--- src/hw/rtl/hrp_pkg.sv ---
`timescale 1ns / 1ps
// ---------------------------------------------------------------------------
// hrp_pkg
// Types and constants shared by the request head parser modules.
// ---------------------------------------------------------------------------
package hrp_pkg;

	localparam int QUEUE_DEPTH = 4;
	localparam int QUEUE_AW    = $clog2(QUEUE_DEPTH);
	localparam int QUEUE_CW    = $clog2(QUEUE_DEPTH + 1);

	typedef enum logic [1:0] {
		V_PENDING = 2'd0,
		V_DONE    = 2'd1,
		V_BAD     = 2'd2
	} verdict_t;

	typedef enum logic [2:0] {
		R_NONE       = 3'd0,
		R_METHOD     = 3'd1,
		R_URI        = 3'd2,
		R_NAME_FIRST = 3'd3,
		R_NAME       = 3'd4,
		R_VALUE      = 3'd5
	} role_t;

	typedef enum logic [3:0] {
		K_OTHER,
		K_SPACE,
		K_TAB,
		K_CR,
		K_LF,
		K_COLON,
		K_DOT,
		K_SLASH,
		K_H,
		K_T,
		K_P
	} char_kind_t;

	typedef struct packed {
		logic [7:0] byte_value;
		logic       restart;
	} item_t;

	typedef struct packed {
		verdict_t    verdict;
		role_t       byte_role;
		logic [15:0] major_version;
		logic [15:0] minor_version;
	} result_t;

	// Classified word passed from the front to the back.
	typedef struct packed {
		logic       restart;
		char_kind_t kind;
		logic       is_token;
		logic       is_ctl;
		logic       is_numeral;
		logic [3:0] digit;
	} cls_t;

endpackage

--- src/hw/rtl/http_request_head_parser.sv ---
`timescale 1ns / 1ps
// ---------------------------------------------------------------------------
// http_request_head_parser
// Byte-serial HTTP/1.1 request head parser with a verdict and role per byte.
// ---------------------------------------------------------------------------
//  Channel   Handshake      Payload    Direction
//  item      push / full    item_t     into the block, one byte per word
//  result    pop / empty    result_t   out of the block, one word per byte
//
// One byte is accepted and one result produced per cycle when both sides flow.
// An accepted byte is registered in a queue slot and then in the result register.
// The classifier and parser core are joined by a four-word queue, so a
// stalled result side fills the queue before full is raised.
// Asynchronous reset returns the parser to method start with zero versions.
module http_request_head_parser import hrp_pkg::*; (
	input  logic    clk,
	input  logic    arst_n,
	input  logic    push,
	output logic    full,
	input  item_t   item,
	input  logic    pop,
	output logic    empty,
	output result_t result
);

	logic wr_en;
	cls_t wr_data;
	logic rd_en;
	logic rd_valid;
	cls_t rd_data;

	hrp_front u_front (
		.item    (item),
		.push    (push),
		.full    (full),
		.wr_en   (wr_en),
		.wr_data (wr_data)
	);

	hrp_queue u_queue (
		.clk      (clk),
		.arst_n   (arst_n),
		.wr_en    (wr_en),
		.wr_data  (wr_data),
		.full     (full),
		.rd_en    (rd_en),
		.rd_valid (rd_valid),
		.rd_data  (rd_data)
	);

	hrp_back u_back (
		.clk      (clk),
		.arst_n   (arst_n),
		.rd_valid (rd_valid),
		.rd_data  (rd_data),
		.rd_en    (rd_en),
		.pop      (pop),
		.empty    (empty),
		.result   (result)
	);

endmodule

--- src/hw/rtl/hrp_front.sv ---
`timescale 1ns / 1ps
// ---------------------------------------------------------------------------
// hrp_front
// Byte classifier: turns each accepted byte into a class word for the queue.
// ---------------------------------------------------------------------------
module hrp_front import hrp_pkg::*; (
	input  item_t item,
	input  logic  push,
	input  logic  full,
	output logic  wr_en,
	output cls_t  wr_data
);

	logic [7:0] b;
	logic       ctl;
	logic       sep;

	assign b = item.byte_value;

	always_comb begin
		ctl = (b <= 8'd31) || (b == 8'd127);
		case (b)
			"(", ")", "<", ">", "@", ",", ";", ":", "\\", "\"",
			"/", "[", "]", "?", "=", "{", "}", " ", "\t": sep = 1'b1;
			default: sep = 1'b0;
		endcase
	end

	always_comb begin
		wr_data            = '0;
		wr_data.restart    = item.restart;
		wr_data.is_ctl     = ctl;
		wr_data.is_token   = !b[7] && !ctl && !sep;
		wr_data.is_numeral = (b >= "0") && (b <= "9");
		wr_data.digit      = 4'(b - "0");
		case (b)
			" ":     wr_data.kind = K_SPACE;
			"\t":    wr_data.kind = K_TAB;
			"\r":    wr_data.kind = K_CR;
			"\n":    wr_data.kind = K_LF;
			":":     wr_data.kind = K_COLON;
			".":     wr_data.kind = K_DOT;
			"/":     wr_data.kind = K_SLASH;
			"H":     wr_data.kind = K_H;
			"T":     wr_data.kind = K_T;
			"P":     wr_data.kind = K_P;
			default: wr_data.kind = K_OTHER;
		endcase
	end

	assign wr_en = push && !full;

endmodule

--- src/hw/rtl/hrp_queue.sv ---
`timescale 1ns / 1ps
// ---------------------------------------------------------------------------
// hrp_queue
// Short queue of class words between the classifier and the parser core.
// ---------------------------------------------------------------------------
module hrp_queue import hrp_pkg::*; (
	input  logic clk,
	input  logic arst_n,
	input  logic wr_en,
	input  cls_t wr_data,
	output logic full,
	input  logic rd_en,
	output logic rd_valid,
	output cls_t rd_data
);

	cls_t                slot_q [QUEUE_DEPTH];
	logic [QUEUE_AW-1:0] wr_ptr_q;
	logic [QUEUE_AW-1:0] rd_ptr_q;
	logic [QUEUE_CW-1:0] count_q;

	assign full     = (count_q == QUEUE_CW'(QUEUE_DEPTH));
	assign rd_valid = (count_q != '0);
	assign rd_data  = slot_q[rd_ptr_q];

	always_ff @(posedge clk) begin
		if (wr_en) begin
			slot_q[wr_ptr_q] <= wr_data;
		end
	end

	always_ff @(posedge clk or negedge arst_n) begin
		if (!arst_n) begin
			wr_ptr_q <= '0;
			rd_ptr_q <= '0;
			count_q  <= '0;
		end else begin
			if (wr_en) begin
				wr_ptr_q <= wr_ptr_q + 1'b1;
			end
			if (rd_en) begin
				rd_ptr_q <= rd_ptr_q + 1'b1;
			end
			case ({wr_en, rd_en})
				2'b10:   count_q <= count_q + 1'b1;
				2'b01:   count_q <= count_q - 1'b1;
				default: count_q <= count_q;
			endcase
		end
	end

endmodule

--- src/hw/rtl/hrp_back.sv ---
`timescale 1ns / 1ps
// ---------------------------------------------------------------------------
// hrp_back
// Parser core: steps the request head state machine and holds the result.
// ---------------------------------------------------------------------------
module hrp_back import hrp_pkg::*; (
	input  logic    clk,
	input  logic    arst_n,
	input  logic    rd_valid,
	input  cls_t    rd_data,
	output logic    rd_en,
	input  logic    pop,
	output logic    empty,
	output result_t result
);

	typedef enum logic [4:0] {
		S_METHOD_START,
		S_METHOD,
		S_URI,
		S_VER_H,
		S_VER_T1,
		S_VER_T2,
		S_VER_P,
		S_VER_SLASH,
		S_MAJOR_START,
		S_MAJOR,
		S_MINOR_START,
		S_MINOR,
		S_NL1,
		S_LINE_START,
		S_LWS,
		S_NAME,
		S_SPACE_BEFORE_VALUE,
		S_VALUE,
		S_NL2,
		S_NL3
	} state_t;

	state_t      state_q;
	logic [15:0] major_q;
	logic [15:0] minor_q;
	logic        seen_q;
	logic        out_valid_q;
	result_t     out_q;

	state_t      st;
	state_t      nst;
	logic [15:0] maj;
	logic [15:0] mnr;
	logic        seen;
	logic [15:0] nmaj;
	logic [15:0] nmnr;
	logic        nseen;
	logic [15:0] maj_dig;
	logic [15:0] mnr_dig;
	verdict_t    verdict;
	role_t       role;
	cls_t        c;
	logic        lws;

	function automatic logic [15:0] add_digit(input logic [15:0] acc, input logic [3:0] d);
		logic [19:0] sum;
		sum = {1'b0, acc, 3'b000} + {3'b000, acc, 1'b0} + {16'd0, d};
		return (sum[19:16] != 4'd0) ? 16'hFFFF : sum[15:0];
	endfunction

	assign c       = rd_data;
	assign rd_en   = rd_valid && (!out_valid_q || pop);
	assign empty   = !out_valid_q;
	assign result  = out_q;
	assign maj_dig = add_digit(maj, c.digit);
	assign mnr_dig = add_digit(mnr, c.digit);
	assign lws     = (c.kind == K_SPACE) || (c.kind == K_TAB);

	always_comb begin
		st      = c.restart ? S_METHOD_START : state_q;
		maj     = c.restart ? 16'd0 : major_q;
		mnr     = c.restart ? 16'd0 : minor_q;
		seen    = c.restart ? 1'b0 : seen_q;
		nst     = st;
		nmaj    = maj;
		nmnr    = mnr;
		nseen   = seen;
		verdict = V_PENDING;
		role    = R_NONE;
		case (st)
			S_METHOD_START: begin
				if (c.is_token) begin
					nst  = S_METHOD;
					role = R_METHOD;
				end else verdict = V_BAD;
			end
			S_METHOD: begin
				if (c.kind == K_SPACE) nst = S_URI;
				else if (c.is_token) role = R_METHOD;
				else verdict = V_BAD;
			end
			S_URI: begin
				if (c.kind == K_SPACE) nst = S_VER_H;
				else if (c.is_ctl) verdict = V_BAD;
				else role = R_URI;
			end
			S_VER_H: begin
				if (c.kind == K_H) nst = S_VER_T1; else verdict = V_BAD;
			end
			S_VER_T1: begin
				if (c.kind == K_T) nst = S_VER_T2; else verdict = V_BAD;
			end
			S_VER_T2: begin
				if (c.kind == K_T) nst = S_VER_P; else verdict = V_BAD;
			end
			S_VER_P: begin
				if (c.kind == K_P) nst = S_VER_SLASH; else verdict = V_BAD;
			end
			S_VER_SLASH: begin
				if (c.kind == K_SLASH) begin
					nmaj = 16'd0;
					nmnr = 16'd0;
					nst  = S_MAJOR_START;
				end else verdict = V_BAD;
			end
			S_MAJOR_START: begin
				if (c.is_numeral) begin
					nmaj = maj_dig;
					nst  = S_MAJOR;
				end else verdict = V_BAD;
			end
			S_MAJOR: begin
				if (c.kind == K_DOT) nst = S_MINOR_START;
				else if (c.is_numeral) nmaj = maj_dig;
				else verdict = V_BAD;
			end
			S_MINOR_START: begin
				if (c.is_numeral) begin
					nmnr = mnr_dig;
					nst  = S_MINOR;
				end else verdict = V_BAD;
			end
			S_MINOR: begin
				if (c.kind == K_CR) nst = S_NL1;
				else if (c.is_numeral) nmnr = mnr_dig;
				else verdict = V_BAD;
			end
			S_NL1: begin
				if (c.kind == K_LF) nst = S_LINE_START; else verdict = V_BAD;
			end
			S_LINE_START: begin
				if (c.kind == K_CR) nst = S_NL3;
				else if (seen && lws) nst = S_LWS;
				else if (c.is_token) begin
					nseen = 1'b1;
					nst   = S_NAME;
					role  = R_NAME_FIRST;
				end else verdict = V_BAD;
			end
			S_LWS: begin
				if (c.kind == K_CR) nst = S_NL2;
				else if (lws) nst = S_LWS;
				else if (c.is_ctl) verdict = V_BAD;
				else begin
					nst  = S_VALUE;
					role = R_VALUE;
				end
			end
			S_NAME: begin
				if (c.kind == K_COLON) nst = S_SPACE_BEFORE_VALUE;
				else if (c.is_token) role = R_NAME;
				else verdict = V_BAD;
			end
			S_SPACE_BEFORE_VALUE: begin
				if (c.kind == K_SPACE) nst = S_VALUE; else verdict = V_BAD;
			end
			S_VALUE: begin
				if (c.kind == K_CR) nst = S_NL2;
				else if (c.is_ctl) verdict = V_BAD;
				else role = R_VALUE;
			end
			S_NL2: begin
				if (c.kind == K_LF) nst = S_LINE_START; else verdict = V_BAD;
			end
			S_NL3: begin
				if (c.kind == K_LF) verdict = V_DONE; else verdict = V_BAD;
			end
			default: verdict = V_BAD;
		endcase
	end

	always_ff @(posedge clk or negedge arst_n) begin
		if (!arst_n) begin
			state_q     <= S_METHOD_START;
			major_q     <= '0;
			minor_q     <= '0;
			seen_q      <= 1'b0;
			out_valid_q <= 1'b0;
			out_q       <= '0;
		end else begin
			if (rd_en) begin
				state_q             <= nst;
				major_q             <= nmaj;
				minor_q             <= nmnr;
				seen_q              <= nseen;
				out_valid_q         <= 1'b1;
				out_q.verdict       <= verdict;
				out_q.byte_role     <= role;
				out_q.major_version <= nmaj;
				out_q.minor_version <= nmnr;
			end else if (pop) begin
				out_valid_q <= 1'b0;
			end
		end
	end

endmodule

--- config.mk ---
export PLATFORM = sky130hd
export DESIGN_NAME = http_request_head_parser
export DESIGN_NICKNAME = d
export VERILOG_FILES = /design/src/hw/rtl/hrp_pkg.sv /design/src/hw/rtl/http_request_head_parser.sv /design/src/hw/rtl/hrp_front.sv /design/src/hw/rtl/hrp_queue.sv /design/src/hw/rtl/hrp_back.sv
export SDC_FILE = /design/constraint.sdc
export NUM_CORES = 1
export LEC_CHECK = 0
export ABC_AREA = 1
export BUFFER_PORTS_ARGS = -buffer_cell sky130_fd_sc_hd__clkbuf_2
export CORE_AREA = 5 5 170 172
export DETAILED_ROUTE_END_ITERATION = 12
export DIE_AREA = 0 0 175 177
export GPL_TIMING_DRIVEN = 0
export SYNTH_ARGS = -nofsm -noshare
export SYNTH_HDL_FRONTEND = slang
export SYNTH_SLANG_ARGS = --single-unit
--- constraint.sdc ---
create_clock -name clk -period 3.96 [get_ports clk]
set_input_delay 0.792 -clock clk [delete_from_list [all_inputs] [get_ports clk]]
set_output_delay 0.792 -clock clk [all_outputs]
set_load 0.02 [all_outputs]
==> summary.md <==
| Metric | Value |
|---|---|
| Worst hold path type | `register to register` |
| TritonCTS clock tree | `built` |
| RSZ-0062 raised after global routing | `no` |
| Synthesis-stage register bit count | `99` |
| Final setup vio count | `0` |
| Die width | `175 um` |
| DP Wirelength | `22,500 um` |
| Grt met2 use | `31.6%` |
| Asr flop ratio synth | `51.5%` |
| Largest net degree at the start of global routing | `52` |
| CTS Buf Count | `9` |
| Root buf cell | `clkbuf_16` |
| Clock power frac | `9.9%` |
| Tcrit/Tclk final | `92.5%` |
| Area of the die | `31,000 sq um` |
| Worst-Margin Slew | `1.23 ns` |
| Min Tclk post-route | `3.66 ns` |
| Nets | `1,587` |
| Number of synthesized flops with an enable pin | `48` |
| H-tree depth | `3` |
| Worst Slack Setup Final | `0.298 ns` |
| Vias per cell | `5.08` |
| Final wirelength | `28,800 um` |
| GRT overflow | `0` |
| Post-place setup slack | `-0.598 ns` |
| GP Congestion | `1.02` |
| Fraction of layout cells with a size suffix above 1 | `14.5%` |
| Site Rows | `61` |
| Layout area overhead | `15.0%` |
| Final hold violations | `0` |
| P_int | `4.29 mW` |
| CP max stage cell | `dfrtp_1` |
| Startpoint Class | `register` |
| Clock Latency Late Sink | `0.36 ns` |
| Met3 Resource Use GR | `2.78%` |
| Cell Count, Final, Fillers Out | `1,853` |
| Seq/Total Area, Yosys | `29.2%` |
| Wire per inst | `15.5 um` |
| Commonest non-fill, non-tap cell in the layout | `nand2_1` |
| Max-cap violations | `0` |
| Largest fanout on the critical path | `12` |
| Die height | `177 um` |
| Yosys warns | `0` |
| Critical Path End Type | `register` |
| Max-slew headroom | `17.8%` |
| Flop pwr share | `17.0%` |
| Residual DRC count | `0` |
| CP arrival | `3.93 ns` |
| R2r worst-path depth | `26` |
| Antenna Cells | `0` |
| Worst reg2reg setup slack | `0.30 ns` |
| Slew Viols, Final | `0` |
| Final ANT Viol Nets | `0` |
| Longest Clk Path Bufs | `2` |
| WHS Path Cells | `2` |
| TritonCTS Sinks | `99` |
| Avg Inst Size Synth | `6.53 sq um` |
| I/O pin count | `52` |
| Total track usage | `18.7%` |
| Total core area | `27,300 sq um` |
| Leakage | `5.59 nW` |
| Fmax | `0.273 GHz` |
| Initial Utilization | `34.1%` |
| Post-synthesis cell area | `9320 sq um` |
| Vias in the first global route | `9,094` |
| First-pass GRT wire length | `46,800 um` |
| Clock skew | `0.0154 ns` |
| GRT busiest layer | `met2` |
| PD cells | `886 nW/um^2` |
| Syn_nets | `1,512` |
| Maximum VDD drop | `0.338 mV` |
| Most frequent cells in the layout | `nand2_1, inv_1, nor2_1` |
| Port Buffers | `51` |
| DR iter-0 viols | `890` |
| Placed cell count | `1,824` |
| Required @ worst endpoint | `4.23 ns` |
| CP dominant cell by count | `nand2_1` |
| Met1 usage | `25.5%` |
| Gate power share | `73.1%` |
| Sw Share | `54.8%` |
| CP Class | `register to register` |
| NetSw | `5.20 mW` |
| Via count | `9,416` |
| Top FF cell, synth | `dfrtp_1` |
| Clock slew at the register clock pins of the worst setup and hold paths | `0.08 ns` |
| Initial antenna violation count | `0` |
| Status | `finished clean` |
| Synth unique cells | `49` |
| Hold_buf cts | `0` |
| DR pass1 iterations | `6` |
| Slowest Stage Delay on Critical Path | `0.37 ns` |
| Synth Instances | `1,427` |
==> critical path, delay by kind of cell, from the launching register on <==
| family | cells | cell delay (ns) |
|---|---|---|
| simple gates | 14 | 1.30 |
| buf+inv | 8 | 0.88 |
| compound gates | 2 | 0.37 |
| flops | 1 | 0.37 |
| fa+ha+maj | 2 | 0.64 |
==> Yosys cell counts (5+ instances only) <==
master	n	area, sq um
a21oi_1	97	485
buf_2	10	50.1
buf_4	7	52.6
clkbuf_1	15	56.3
dfrtp_1	51	1280
edfxtp_1	48	1440
ha_1	69	863
inv_1	189	709
inv_2	12	45.0
nand2_1	448	1680
nand2_2	10	62.6
nand3_1	103	515
nand4_1	18	113
nor2_1	168	631
nor2_2	11	68.8
nor2_4	6	67.6
nor3_1	25	125
o21ai_0	50	250
o21ai_1	8	40.0
o22ai_1	6	37.5
xnor2_1	5	43.8
xor2_1	18	158
==> state kept, by name (all words and copies together), names as in the netlist <==
name	flops
u_queue.count_q	3
u_queue.rd_ptr_q	2
u_back.state_q	5
u_back.out_valid_q	1
u_back.result	5
u_queue.wr_ptr_q	2
u_back.minor_q	16
u_queue.slot_q	48
u_back.seen_q	1
u_back.major_q	16
==> path summary, 6_finish.rpt <==
path,startpoint,endpoint
min in group asynchronous,arst_n,u_back.major_q[7]$_DFFE_PN0P_
worst max register to register,u_queue.rd_ptr_q[0]$_DFFE_PN0P_,u_back.major_q[4]$_DFFE_PN0P_
worst min register to register,u_back.result[32]$_DFFE_PN0P_,u_back.result[32]$_DFFE_PN0P_
worst max-delay path,u_queue.rd_ptr_q[0]$_DFFE_PN0P_,u_back.major_q[4]$_DFFE_PN0P_
max in group asynchronous,arst_n,u_queue.rd_ptr_q[1]$_DFFE_PN0P_
worst min-delay path,u_back.result[32]$_DFFE_PN0P_,u_back.result[32]$_DFFE_PN0P_
==> metrics by stage <==
stage | hold slack, ns | power, mW | cell area (sq um) | utilization (%) | setup TNS, ns
finish | 0.491 | 9.49 | 10700 | 39.2 | 0
global route | 0.513 | 10.4 | 10700 | 39.2 | 0
CTS | 0.491 | 9.10 | 10500 | 38.2 | 0
detailed placement | 0.464 | 7.92 | 10000 | 36.6 | -13.28
global placement | 0.468 | 7.86 | 10000 | 36.6 | -13.21
floorplan | 0.469 | 6.18 | 9320 | - | 0
==> power groups by stage <==
stage | clock (mW) | combinational (mW) | sequential [mW]
2_1_floorplan | 0 | 4.42 | 1.75
3_3_place_gp | 0 | 6.24 | 1.62
3_5_place_dp | 0 | 6.29 | 1.63
4_1_cts | 0.952 | 6.54 | 1.61
5_1_grt | 0.993 | 7.74 | 1.65
6_report | 0.939 | 6.94 | 1.61
==> layout make-up <==
class | count | area [sq um]
Buffer | 35 | 240
Tap cell | 346 | 433
Sequential cell | 99 | 2720
Multi-Input combinational cell | 1086 | 5860
Timing Repair Buffer | 67 | 378
Fill cell | 2941 | 16600
Inverter | 204 | 773
Clock buffer | 9 | 225
Clock inverter | 7 | 86.3
==> repair_timing <==
action / in CTS / in global routing
pin swaps: 5 / 6
setup endpoints to repair: 32 / 32
setup buffers: 5 / 11
hold endpoints to repair: 0 / 0
resized for setup: 29 / 54
gates cloned: 0 / 0
==> cell families after synthesis <==
family	synth area share (%)
simple gates	37.4
buf+inv	10.7
compound gates	10.7
flops	29.2
fa+ha+maj	9.91
xor+xnor	2.16
==> routing by layer <==
layer	vias up	part of all wire (%)
li1	4740	-
met4	0	1.7
met5	-	0
met3	37	5.7
met2	278	46
met1	4361	46
Note: power is estimated with default switching activity, not from simulation.
